**config.mk**
```make
export PLATFORM = sky130hd
export DESIGN_NAME = tmb_div
export DESIGN_NICKNAME = d
export VERILOG_FILES = /design/src/sv/tmb_pkg.sv /design/src/sv/tmb_div.sv
export VERILOG_INCLUDE_DIRS = /design/src /design/src/sv
export SDC_FILE = /design/constraint.sdc
export NUM_CORES = 1
export LEC_CHECK = 0
export BUFFER_PORTS_ARGS = -buffer_cell sky130_fd_sc_hd__buf_4
export CAP_MARGIN = 20
export CORE_ASPECT_RATIO = 1.5
export CORE_UTILIZATION = 45
export DETAILED_ROUTE_END_ITERATION = 10
export PLACE_DENSITY = 0.69
export SLEW_MARGIN = 20
export SYNTH_ARGS = -nofsm -noshare
export SYNTH_HDL_FRONTEND = slang
export SYNTH_SLANG_ARGS = --single-unit
```
**constraint.sdc**
```tcl
create_clock -name clk -period 9.3 [get_ports clk]
set_input_delay 0.93 -clock clk [delete_from_list [all_inputs] [get_ports clk]]
set_output_delay 0.93 -clock clk [all_outputs]
set_load 0.02 [all_outputs]
```
**src/sv/temporal_mean_background_macros.svh**
```systemverilog
// Assertion macros shared by the temporal mean background modules.
`ifndef TEMPORAL_MEAN_BACKGROUND_MACROS_SVH
`define TEMPORAL_MEAN_BACKGROUND_MACROS_SVH

// Same-cycle implication, checked on every rising edge outside reset.
`define TMB_ASSERT_IMPLIES(label, ante, cons) \
	label: assert property (@(posedge clk) disable iff (!arst_n) (ante) |-> (cons)) \
		else $error("temporal_mean_background: implication check failed");

// Next-cycle implication, checked on every rising edge outside reset.
`define TMB_ASSERT_NEXT(label, ante, cons) \
	label: assert property (@(posedge clk) disable iff (!arst_n) (ante) |=> (cons)) \
		else $error("temporal_mean_background: next-cycle check failed");

`endif

```
**src/sv/tmb_pkg.sv**
```systemverilog
// Package with sizes, types, codes and helpers of the temporal mean background block.
`timescale 1ns / 1ps
package tmb_pkg;

	localparam int MAX_WIDTH  = 256;
	localparam int MAX_HEIGHT = 256;
	localparam int MAX_FRAMES = 256;

	localparam int NCH    = 3;
	localparam int PIX_W  = 8;
	localparam int CFG_W  = 9;
	localparam int IDX_W  = 2;
	localparam int SUM_W  = $clog2(MAX_FRAMES * 255 + 1);
	localparam int COL_W  = (MAX_WIDTH > 1) ? $clog2(MAX_WIDTH) : 1;
	localparam int ROW_W  = (MAX_HEIGHT > 1) ? $clog2(MAX_HEIGHT) : 1;
	localparam int FPOS_W = (MAX_FRAMES > 1) ? $clog2(MAX_FRAMES) : 1;
	localparam int DEPTH  = MAX_WIDTH * MAX_HEIGHT;
	localparam int ADDR_W = (DEPTH > 1) ? $clog2(DEPTH) : 1;
	localparam int CNT_W  = $clog2(SUM_W + 1);

	localparam logic [IDX_W-1:0] REG_FRAME_COUNT  = 2'd0;
	localparam logic [IDX_W-1:0] REG_FRAME_WIDTH  = 2'd1;
	localparam logic [IDX_W-1:0] REG_FRAME_HEIGHT = 2'd2;

	typedef logic [SUM_W-1:0] sum_t;
	typedef logic [PIX_W-1:0] pix_t;

	typedef enum logic [1:0] {
		ST_IDLE,
		ST_RD,
		ST_DIV
	} state_t;

	typedef struct packed {
		logic                  start;
		logic [CFG_W-1:0]      divisor;
		sum_t [NCH-1:0]        dividend;
	} div_req_t;

	typedef struct packed {
		logic                  done;
		pix_t [NCH-1:0]        quotient;
	} div_rsp_t;

	// Saturate a register value to 1..hi.
	function automatic logic [CFG_W-1:0] clamp_cfg(input logic [CFG_W-1:0] v, input int hi);
		logic [CFG_W-1:0] r;
		if (v == '0) begin
			r = CFG_W'(1);
		end else if (32'(v) > hi) begin
			r = CFG_W'(hi);
		end else begin
			r = v;
		end
		return r;
	endfunction

endpackage

```
**src/sv/tmb_div.sv**
```systemverilog
// Bit-serial restoring divider, one lane per channel, sharing a step counter.
`timescale 1ns / 1ps
module tmb_div
	import tmb_pkg::*;
(
	input  logic     clk,
	input  logic     arst_n,
	input  div_req_t req,
	output div_rsp_t rsp
);

	`include "temporal_mean_background_macros.svh"

	logic [CNT_W-1:0] cnt_q;
	logic             done_q;
	logic [CFG_W-1:0] divisor_q;
	logic [CFG_W-1:0] rem_q [NCH];
	sum_t             quo_q [NCH];
	logic [CFG_W-1:0] rem_nxt [NCH];
	sum_t             quo_nxt [NCH];

	always_comb begin
		for (int i = 0; i < NCH; i++) begin
			logic [CFG_W:0] t;
			logic [CFG_W:0] diff;
			logic           ge;
			t = {rem_q[i], quo_q[i][SUM_W-1]};
			diff = t - {1'b0, divisor_q};
			ge = (t >= {1'b0, divisor_q});
			rem_nxt[i] = ge ? diff[CFG_W-1:0] : t[CFG_W-1:0];
			quo_nxt[i] = {quo_q[i][SUM_W-2:0], ge};
		end
	end

	always_ff @(posedge clk or negedge arst_n) begin
		if (!arst_n) begin
			cnt_q  <= '0;
			done_q <= 1'b0;
		end else if (req.start) begin
			cnt_q  <= CNT_W'(SUM_W);
			done_q <= 1'b0;
		end else if (cnt_q != '0) begin
			cnt_q <= cnt_q - CNT_W'(1);
			if (cnt_q == CNT_W'(1)) begin
				done_q <= 1'b1;
			end
		end
	end

	always_ff @(posedge clk) begin
		if (req.start) begin
			divisor_q <= req.divisor;
			for (int i = 0; i < NCH; i++) begin
				rem_q[i] <= '0;
				quo_q[i] <= req.dividend[i];
			end
		end else if (cnt_q != '0) begin
			for (int i = 0; i < NCH; i++) begin
				rem_q[i] <= rem_nxt[i];
				quo_q[i] <= quo_nxt[i];
			end
		end
	end

	always_comb begin
		rsp.done = done_q;
		for (int i = 0; i < NCH; i++) begin
			rsp.quotient[i] = quo_q[i][PIX_W-1:0];
		end
	end

	`TMB_ASSERT_NEXT(a_start_loads, req.start, !done_q && cnt_q == CNT_W'(SUM_W))
	`TMB_ASSERT_IMPLIES(a_done_idle, done_q, cnt_q == '0)
	`TMB_ASSERT_NEXT(a_done_holds, done_q && !req.start, done_q)

endmodule

```
==> metrics.md, run 1 <==
| Metric | Value |
|---|---|
| Share of synthesized area occupied by flip-flops and latches | `0.4881` |
| Total placed cells including tap cells | `745` |
| Via count of the routed design | `4174` |
| Worst-margin pin slew | `1.041 ns` |
| Reg2Reg Capture Point | `rem_q[0][12]$_SDFFCE_PN0P_` |
| Mean number of vias per cell | `5.485` |
| Number of post-CTS setup repair buffers | `0` |
| Fin crit share | `0.2714` |
| Global-route wire length before repair | `19.55 mm` |
| Growth of design area from synthesis to finish | `15.68%` |
| Sequential fraction of design power | `0.381` |
| Unrepaired setup endpoints after global routing | `no` |
| Starting density of the core | `0.4603` |
| Setup crit start kind | `flop` |
| DIE AREA | `0.01262 mm2` |
| Pwr Density | `289.1 mW/mm2` |
| Static Leakage | `2.820 nW` |
| Worst min path class | `in -> async` |
| Number of iterations in the first detailed-routing pass | `4` |
| Most area-hungry cell type in the Yosys netlist | `sky130_fd_sc_hd__edfxtp_1` |
| Routability-driven placement congestion ratio | `0.8804` |
| Most used DFF post-synth | `sky130_fd_sc_hd__edfxtp_1` |
| Maximum buffer depth of the clock tree | `2` |
| Clock-pin slew on the worst setup and hold paths | `0.06 ns` |
| Commonest non-fill, non-tap cells in the layout | `sky130_fd_sc_hd__nand2_1 (156), sky130_fd_sc_hd__buf_4 (86), sky130_fd_sc_hd__edfxtp_1 (84), sky130_fd_sc_hd__a21oi_1 (31), sky130_fd_sc_hd__ha_1 (30)` |
| Setup Crit Path Kind | `reg -> reg` |
| Logic gate share of total power | `0.418` |
| Syn Nets | `644` |
| Total Nets Final | `696` |
| Post-route insts no fill | `761` |
| Number of synthesized flops with an enable pin | `84` |
| Routed length per placed instance | `15.97 um` |
| Arrival time at the worst endpoint | `2.58 ns` |
| Unique masters post-synth | `70` |
| Count of pins on the block boundary | `85` |
| Setup tns final | `0 ns` |
| Fraction of layout instances using a drive strength above 1 | `0.2122` |
| Clock group share of total power | `0.202` |
| Maximum Capacitance Violations | `0` |
| Largest cells by area after synthesis | `sky130_fd_sc_hd__edfxtp_1 (46%), sky130_fd_sc_hd__nand2_1 (11%), sky130_fd_sc_hd__ha_1 (6.9%)` |
| Final Slew Violations | `0` |
| Synthesized instance count | `551` |
| Run status | `finished clean` |
| Post-CTS Resized | `0` |
| CTS H-tree lvls | `3` |
| Worst supply voltage drop on vdd | `0.1385 mV` |
| CTS buffer count | `9` |
| Flip-flop and latch count after synthesis | `90` |
| Final count of negative-setup-slack endpoints | `0` |
| Initial antenna violation count | `0` |
| Quantity of hold-fixing buffers added after cts | `0` |
| Headroom to the max-slew limit | `0.3062` |
| Fraction of synthesized cell area taken by the top area cell type | `0.4607` |
| Antenna diode count | `0` |
| Clock latency at the later pin of the worst-skew pair | `0.34 ns` |
| Post-synthesis instance area | `0.005475 mm2` |
| CTS tree | `built` |
| Total wire length after detailed routing | `12.15 mm` |
| Remaining global-route overflow | `0` |
| CORE AREA | `0.01189 mm2` |
| Synth Warn # | `0` |
| Port buffer count | `84` |
| Total global-route track usage | `0.1997` |
| Fraction of power spent switching nets | `0.3695` |
| Worst path required time | `9.36 ns` |
| Internal power | `1.155 mW` |
| Number of design-rule violations left by the first detailed-router iteration | `198` |
| Cell row count | `49` |
| Maximum fanout along the worst path | `8` |
| Via count of the first global-routing pass | `4038` |
| Worst slack after detailed placement | `6.576 ns` |
| Final routed DRC violation total | `0` |
| Length in cells of the worst reg-to-reg path | `9` |
| PnR worst setup slack | `6.776 ns` |
| Skew final | `0.007692 ns` |
| NetSw | `0.6766 mW` |
| Per-instance average area after synthesis | `9.937 um2` |
| Achievable Freq | `0.3961 GHz` |
| Clock root cell | `sky130_fd_sc_hd__clkbuf_16` |
| Post-synthesis async set-or-reset flop share | `0.06667` |
| Hold violation count in the final report | `0` |
| Clk sink count | `90` |
| # fillers | `1099` |
| Crit Reg-Reg Startpoint | `quo_q[0][31]$_DFFE_PP_` |
| Most common cell after layout, fill and taps aside | `sky130_fd_sc_hd__nand2_1` |
| Die width | `92.07 um` |
| Total half-perimeter wirelength after legalization and detailed placement | `8.952 mm` |
| R2r setup slk | `6.78 ns` |
| Die Span Y | `137.1 um` |
| Fin crit period | `2.524 ns` |
| Largest net degree at the start of global routing | `76` |
| Nature of the critical path endpoint | `flop` |
| Routed Antenna Nets | `0` |
[worst max-delay path, stage by stage, from the launching register on]
cell                       delay [ns]
sky130_fd_sc_hd__edfxtp_1        0.40
sky130_fd_sc_hd__inv_1           0.07
sky130_fd_sc_hd__ha_1            0.16
sky130_fd_sc_hd__inv_1           0.06
sky130_fd_sc_hd__fa_1            0.40
sky130_fd_sc_hd__a21o_1          0.21
sky130_fd_sc_hd__a311oi_2        0.33
sky130_fd_sc_hd__and3b_1         0.33
sky130_fd_sc_hd__o211ai_1        0.20
sky130_fd_sc_hd__a21oi_1         0.09
[worst max path at each step]
stage / startpoint / endpoint / slack [ns] / cells past startpoint
global route: quo_q[0][31]$_DFFE_PP_ / rem_q[0][15]$_SDFFCE_PN0P_ / 6.62 / 9
floorplan: req[57] / quo_q[0][0]$_DFFE_PP_ / 5.76 / 2
finish: quo_q[0][31]$_DFFE_PP_ / rem_q[0][12]$_SDFFCE_PN0P_ / 6.78 / 9
detailed placement: req[57] / rem_q[0][5]$_SDFFCE_PN0P_ / 6.58 / 5
global placement: req[57] / rem_q[0][5]$_SDFFCE_PN0P_ / 6.64 / 5
CTS: quo_q[0][31]$_DFFE_PP_ / rem_q[0][12]$_SDFFCE_PN0P_ / 6.78 / 9
[flip-flops by register name, indices dropped and copies added, names as in the netlist]
signal     cells
quo_q         48
rem_q         27
divisor_q      9
cnt_q          5
done_q         1
[layout make-up]
class / count / area, um2 / area share
well taps: 153 / 191.4 / 0.03023
inverters: 19 / 71.32 / 0.01126
clock buffers: 12 / 256.5 / 0.04050
multi-input cells: 397 / 2446 / 0.3862
flip-flops and latches: 90 / 2673 / 0.4220
clock inverters: 4 / 50.05 / 0.007902
repair buffers: 86 / 645.6 / 0.1019
[routing by layer]
metal  global-route usage  up-vias  part of all wire
met5                    0        -                 0
met4              0.08767        0             0.025
met3              0.02889       19             0.045
met2               0.3528      110              0.52
met1               0.2408     1985              0.41
li1                     -     2060                 -
[power groups by stage]
stage          clock [mW]  combinational [mW]  sequential, mW
2_1_floorplan           0               0.621           0.679
3_3_place_gp            0               0.744           0.701
3_5_place_dp            0               0.762           0.703
4_1_cts             0.376               0.767           0.698
5_1_grt             0.389               0.848           0.715
6_report            0.369               0.765           0.697
[kinds of logic (layout without fill, tap and decap cells)]
kind of cell	after synthesis	in the layout	share of synthesized area
AO/OA/AOI/OAI	111	111	0.1460
XOR/XNOR	10	10	0.01600
AND/OR/NAND/NOR	239	239	0.1952
buffers and inverters	64	121	0.06696
adder cells (fa/ha/maj)	33	33	0.07953
multiplexers	4	4	0.008226
flip-flops	90	90	0.4881
[per-stage QoR]
| step | cell area (um2) | power, mW | util | hold WS (ns) |
|---|---|---|---|---|
| CTS | 6334 | 1.841 | 0.5325 | 0.3851 |
| floorplan | 5475 | 1.301 | - | 0.4637 |
| detailed placement | 6027 | 1.465 | 0.5067 | 0.4982 |
| global placement | 6027 | 1.445 | 0.5067 | 0.4885 |
| finish | 6334 | 1.831 | 0.5325 | 0.3944 |
| global route | 6334 | 1.952 | 0.5325 | 0.3888 |
[synthesized netlist by cell type (3+ instances only)]
master and n:
sky130_fd_sc_hd__inv_1 19, sky130_fd_sc_hd__buf_2 6, sky130_fd_sc_hd__o21ai_1 10, sky130_fd_sc_hd__nor2_1 21
sky130_fd_sc_hd__a21oi_1 31, sky130_fd_sc_hd__a221o_1 3, sky130_fd_sc_hd__nand3_1 14, sky130_fd_sc_hd__nand4_1 5
sky130_fd_sc_hd__nand2_1 156, sky130_fd_sc_hd__o21ai_0 8, sky130_fd_sc_hd__ha_1 30, sky130_fd_sc_hd__a211oi_1 6
sky130_fd_sc_hd__nor3_1 7, sky130_fd_sc_hd__a21o_1 8, sky130_fd_sc_hd__clkbuf_1 10, sky130_fd_sc_hd__a31oi_1 3
sky130_fd_sc_hd__nand2_2 3, sky130_fd_sc_hd__dfrtp_1 6, sky130_fd_sc_hd__nand2b_1 3, sky130_fd_sc_hd__fa_1 3
sky130_fd_sc_hd__buf_4 26, sky130_fd_sc_hd__a211oi_2 3, sky130_fd_sc_hd__and4_1 3, sky130_fd_sc_hd__o21a_1 3
sky130_fd_sc_hd__o22ai_1 4, sky130_fd_sc_hd__xnor2_1 8, sky130_fd_sc_hd__edfxtp_1 84, sky130_fd_sc_hd__o31ai_1 7
sky130_fd_sc_hd__nor2b_1 6, sky130_fd_sc_hd__and3_1 3
(Power assumes the default switching activity.)
==> run 2: changes to the inputs <==
clock period = 2.55 ns   (was 9.3 ns; I/O delays follow)
==> metrics.md, run 2 (synthesized netlist as in run 1, its figures left out) <==
| Metric | Value |
|---|---|
| Number of post-CTS setup repair buffers | `0 (unchanged)` |
| Skew final | `0.009900 ns (was 0.007692 ns)` |
| Fraction of power spent switching nets | `0.3838 (was 0.3695)` |
| CTS H-tree lvls | `3 (unchanged)` |
| PnR worst setup slack | `0.1348 ns (was 6.776 ns)` |
| Static Leakage | `2.884 nW (was 2.820 nW)` |
| Nature of the critical path endpoint | `flop (unchanged)` |
| Cell area after placement | `0.006127 mm2 (was 0.006027 mm2)` |
| Die width | `92.07 um (unchanged)` |
| Met3 WL post-DR | `480 um (was 543 um)` |
| Internal power | `4.197 mW (was 1.155 mW)` |
| Logic depth of the worst path, buffers included | `9 (unchanged)` |
| Maximum fanout along the worst path | `8 (unchanged)` |
| Global-route wire length before repair | `20.30 mm (was 19.55 mm)` |
| Total Nets Final | `707 (was 696)` |
| Growth of design area from synthesis to finish | `17.92% (was 15.68%)` |
| Achievable Freq | `0.4140 GHz (was 0.3961 GHz)` |
| Port buffer count | `84 (unchanged)` |
| Commonest non-fill, non-tap cells in the layout | `sky130_fd_sc_hd__nand2_1 (156), sky130_fd_sc_hd__buf_4 (94), sky130_fd_sc_hd__edfxtp_1 (84), sky130_fd_sc_hd__a21oi_1 (31), sky130_fd_sc_hd__ha_1 (30) (was sky130_fd_sc_hd__nand2_1 (156), sky130_fd_sc_hd__buf_4 (86), sky130_fd_sc_hd__edfxtp_1 (84), sky130_fd_sc_hd__a21oi_1 (31), sky130_fd_sc_hd__ha_1 (30))` |
| Clk sink count | `90 (unchanged)` |
| Total wire length after detailed routing | `12.70 mm (was 12.15 mm)` |
| Sequential fraction of design power | `0.373 (was 0.381)` |
| Routed Antenna Nets | `0 (unchanged)` |
| Worst slack after detailed placement | `0.1095 ns (was 6.576 ns)` |
| Slowest library cell on the worst path | `sky130_fd_sc_hd__edfxtp_1 (unchanged)` |
| Critical path cell sequence | `inv_1, ha_1, inv_1, fa_1, a21o_1, a311oi_2, and3b_2, o31ai_1, a21oi_1 (was inv_1, ha_1, inv_1, fa_1, a21o_1, a311oi_2, and3b_1, o211ai_1, a21oi_1)` |
| Most common cell after layout, fill and taps aside | `sky130_fd_sc_hd__nand2_1 (unchanged)` |
| Cells on Worst Hold Path | `1` |
| # fillers | `1077 (was 1099)` |
| CORE AREA | `0.01189 mm2 (unchanged)` |
| Detailed-routed wire length on met2 | `6.463 mm (was 6.279 mm)` |
| Unrepaired setup endpoints after global routing | `no (unchanged)` |
| Final Slew Violations | `0 (unchanged)` |
| Total global-route track usage | `0.2095 (was 0.1997)` |
| Arrival time at the worst endpoint | `2.50 ns (was 2.58 ns)` |
| Mean number of vias per cell | `5.481 (was 5.485)` |
| Most numerous cell on the critical path | `sky130_fd_sc_hd__inv_1 (unchanged)` |
| CTS buffer count | `9 (unchanged)` |
| Remaining global-route overflow | `0 (unchanged)` |
| Fin crit period | `2.415 ns (was 2.524 ns)` |
| Clock latency at the later pin of the worst-skew pair | `0.35 ns (was 0.34 ns)` |
| Setup tns final | `0 ns (unchanged)` |
| Count of pins on the block boundary | `85 (unchanged)` |
| Sequential cell area in the final layout | `0.002673 mm2 (unchanged)` |
| Final routed DRC violation total | `0 (unchanged)` |
| CTS tree | `built (unchanged)` |
| Worst min path class | `in -> reg (was in -> async)` |
| Clock-pin slew on the worst setup and hold paths | `0.07 ns (was 0.06 ns)` |
| Number of iterations in the first detailed-routing pass | `5 (was 4)` |
| Number of design-rule violations left by the first detailed-router iteration | `197 (was 198)` |
| Highest routed metal layer | `met4 (unchanged)` |
| Delay of the slowest cell on the worst path | `0.40 ns (about the same)` |
| Final count of negative-setup-slack endpoints | `0 (unchanged)` |
| Worst path required time | `2.63 ns (was 9.36 ns)` |
| Via count of the first global-routing pass | `4263 (was 4038)` |
| Total half-perimeter wirelength after legalization and detailed placement | `9.308 mm (was 8.952 mm)` |
| Area occupied by multi-input gates | `0.002467 mm2 (was 0.002446 mm2)` |
| Routed length per placed instance | `16.45 um (was 15.97 um)` |
| Run status | `finished clean (unchanged)` |
| Clock root cell | `sky130_fd_sc_hd__clkbuf_16 (unchanged)` |
| NetSw | `2.614 mW (was 0.6766 mW)` |
| Cell row count | `49 (unchanged)` |
| DIE AREA | `0.01262 mm2 (unchanged)` |
| Length in cells of the worst reg-to-reg path | `9 (unchanged)` |
| Fin area | `0.006456 mm2 (was 0.006334 mm2)` |
| Maximum buffer depth of the clock tree | `2 (unchanged)` |
| Die Span Y | `137.1 um (unchanged)` |
| Max reg flops | `48 (unchanged)` |
| Setup Crit Path Kind | `reg -> reg (unchanged)` |
| Overall power | `6.811 mW (was 1.831 mW)` |
| Setup crit start kind | `flop (unchanged)` |
| Starting density of the core | `0.4603 (unchanged)` |
| Largest net degree at the start of global routing | `32 (was 76)` |
| Initial antenna violation count | `0 (unchanged)` |
| Pwr Density | `1055 mW/mm2 (was 289.1 mW/mm2)` |
| Antenna diode count | `0 (unchanged)` |
| Buffering stage count on the worst path with inverters included | `2 (unchanged)` |
| Routability-driven placement congestion ratio | `0.8798 (was 0.8804)` |
| Headroom to the max-slew limit | `0.6060 (was 0.3062)` |
| Fin crit share | `0.9471 (was 0.2714)` |
| Via count of the routed design | `4231 (was 4174)` |
| R2r setup slk | `0.13 ns (was 6.78 ns)` |
| Worst-margin pin slew | `0.5761 ns (was 1.041 ns)` |
| Most flop-heavy register | `quo_q (unchanged)` |
| DRT met1 WL | `5.174 mm (was 5.029 mm)` |
| Fraction of layout instances using a drive strength above 1 | `0.2310 (was 0.2122)` |
| Family of cells with the greatest summed delay on the critical path | `compound AO/OA/AOI/OAI gates (unchanged)` |
| Clock group share of total power | `0.194 (was 0.202)` |
| Worst supply voltage drop on vdd | `0.4726 mV (was 0.1385 mV)` |
| Registers with the most flip-flops | `quo_q: 48 flops, rem_q: 27 flops, divisor_q: 9 flops (unchanged)` |
| Logic gate share of total power | `0.433 (was 0.418)` |
| Maximum Capacitance Violations | `0 (unchanged)` |
| Hold violation count in the final report | `0 (unchanged)` |
-- run 2: path summary, 6_finish.rpt --
| check | from | to |
|---|---|---|
| worst max register to register | quo_q[0][31]$_DFFE_PP_ | rem_q[0][16]$_SDFFCE_PN0P_ |
| worst min-delay path | req[50] | divisor_q[2]$_DFFE_PP_ |
| worst max-delay path | quo_q[0][31]$_DFFE_PP_ | rem_q[0][16]$_SDFFCE_PN0P_ |
| min in group asynchronous | arst_n | cnt_q[0]$_DFFE_PN0P_ |
| max in group asynchronous | arst_n | cnt_q[3]$_DFFE_PN0P_ |
| worst min register to register | done_q$_DFFE_PN0P_ | done_q$_DFFE_PN0P_ |
-- run 2: metal layers --
layer / track usage / up-vias
met5: 0 / -
met4: 0.1189 / 0
met3: 0.03944 / 38
met2: 0.3677 / 128
met1: 0.2379 / 1986
li1: - / 2079
-- run 2: repair_timing --
item,CTS,global route
hold buffers,1,0
setup endpoints to repair,0,12
gates resized for setup,0,5
endpoints found under the hold margin,6,0
-- run 2: cell type report --
| class | count | share of cell area |
|---|---|---|
| multi-input cells | 397 | 0.3822 |
| repair buffers | 97 | 0.1171 |
| inverters | 19 | 0.01105 |
| clock inverters | 5 | 0.006977 |
| clock buffers | 11 | 0.03915 |
| flip-flops and latches | 90 | 0.4140 |
| well taps | 153 | 0.02965 |
-- run 2: through the flow --
step / hold WS (ns) / cells / utilization
floorplan: -0.04059 / 551 / -
global placement: 0.06608 / 755 / 0.5151
detailed placement: 0.06763 / 755 / 0.5151
CTS: 0.07074 / 772 / 0.5410
global route: 0.07313 / 772 / 0.5428
finish: 0.07818 / 772 / 0.5428
-- run 2: power by group through the flow --
stage | clock network [mW] | registers (mW) | logic [mW]
floorplan | 0 | 2.47 | 2.27
global placement | 0 | 2.55 | 2.79
detailed placement | 0 | 2.57 | 2.88
CTS | 1.34 | 2.54 | 2.91
global route | 1.40 | 2.60 | 3.23
finish | 1.32 | 2.54 | 2.95
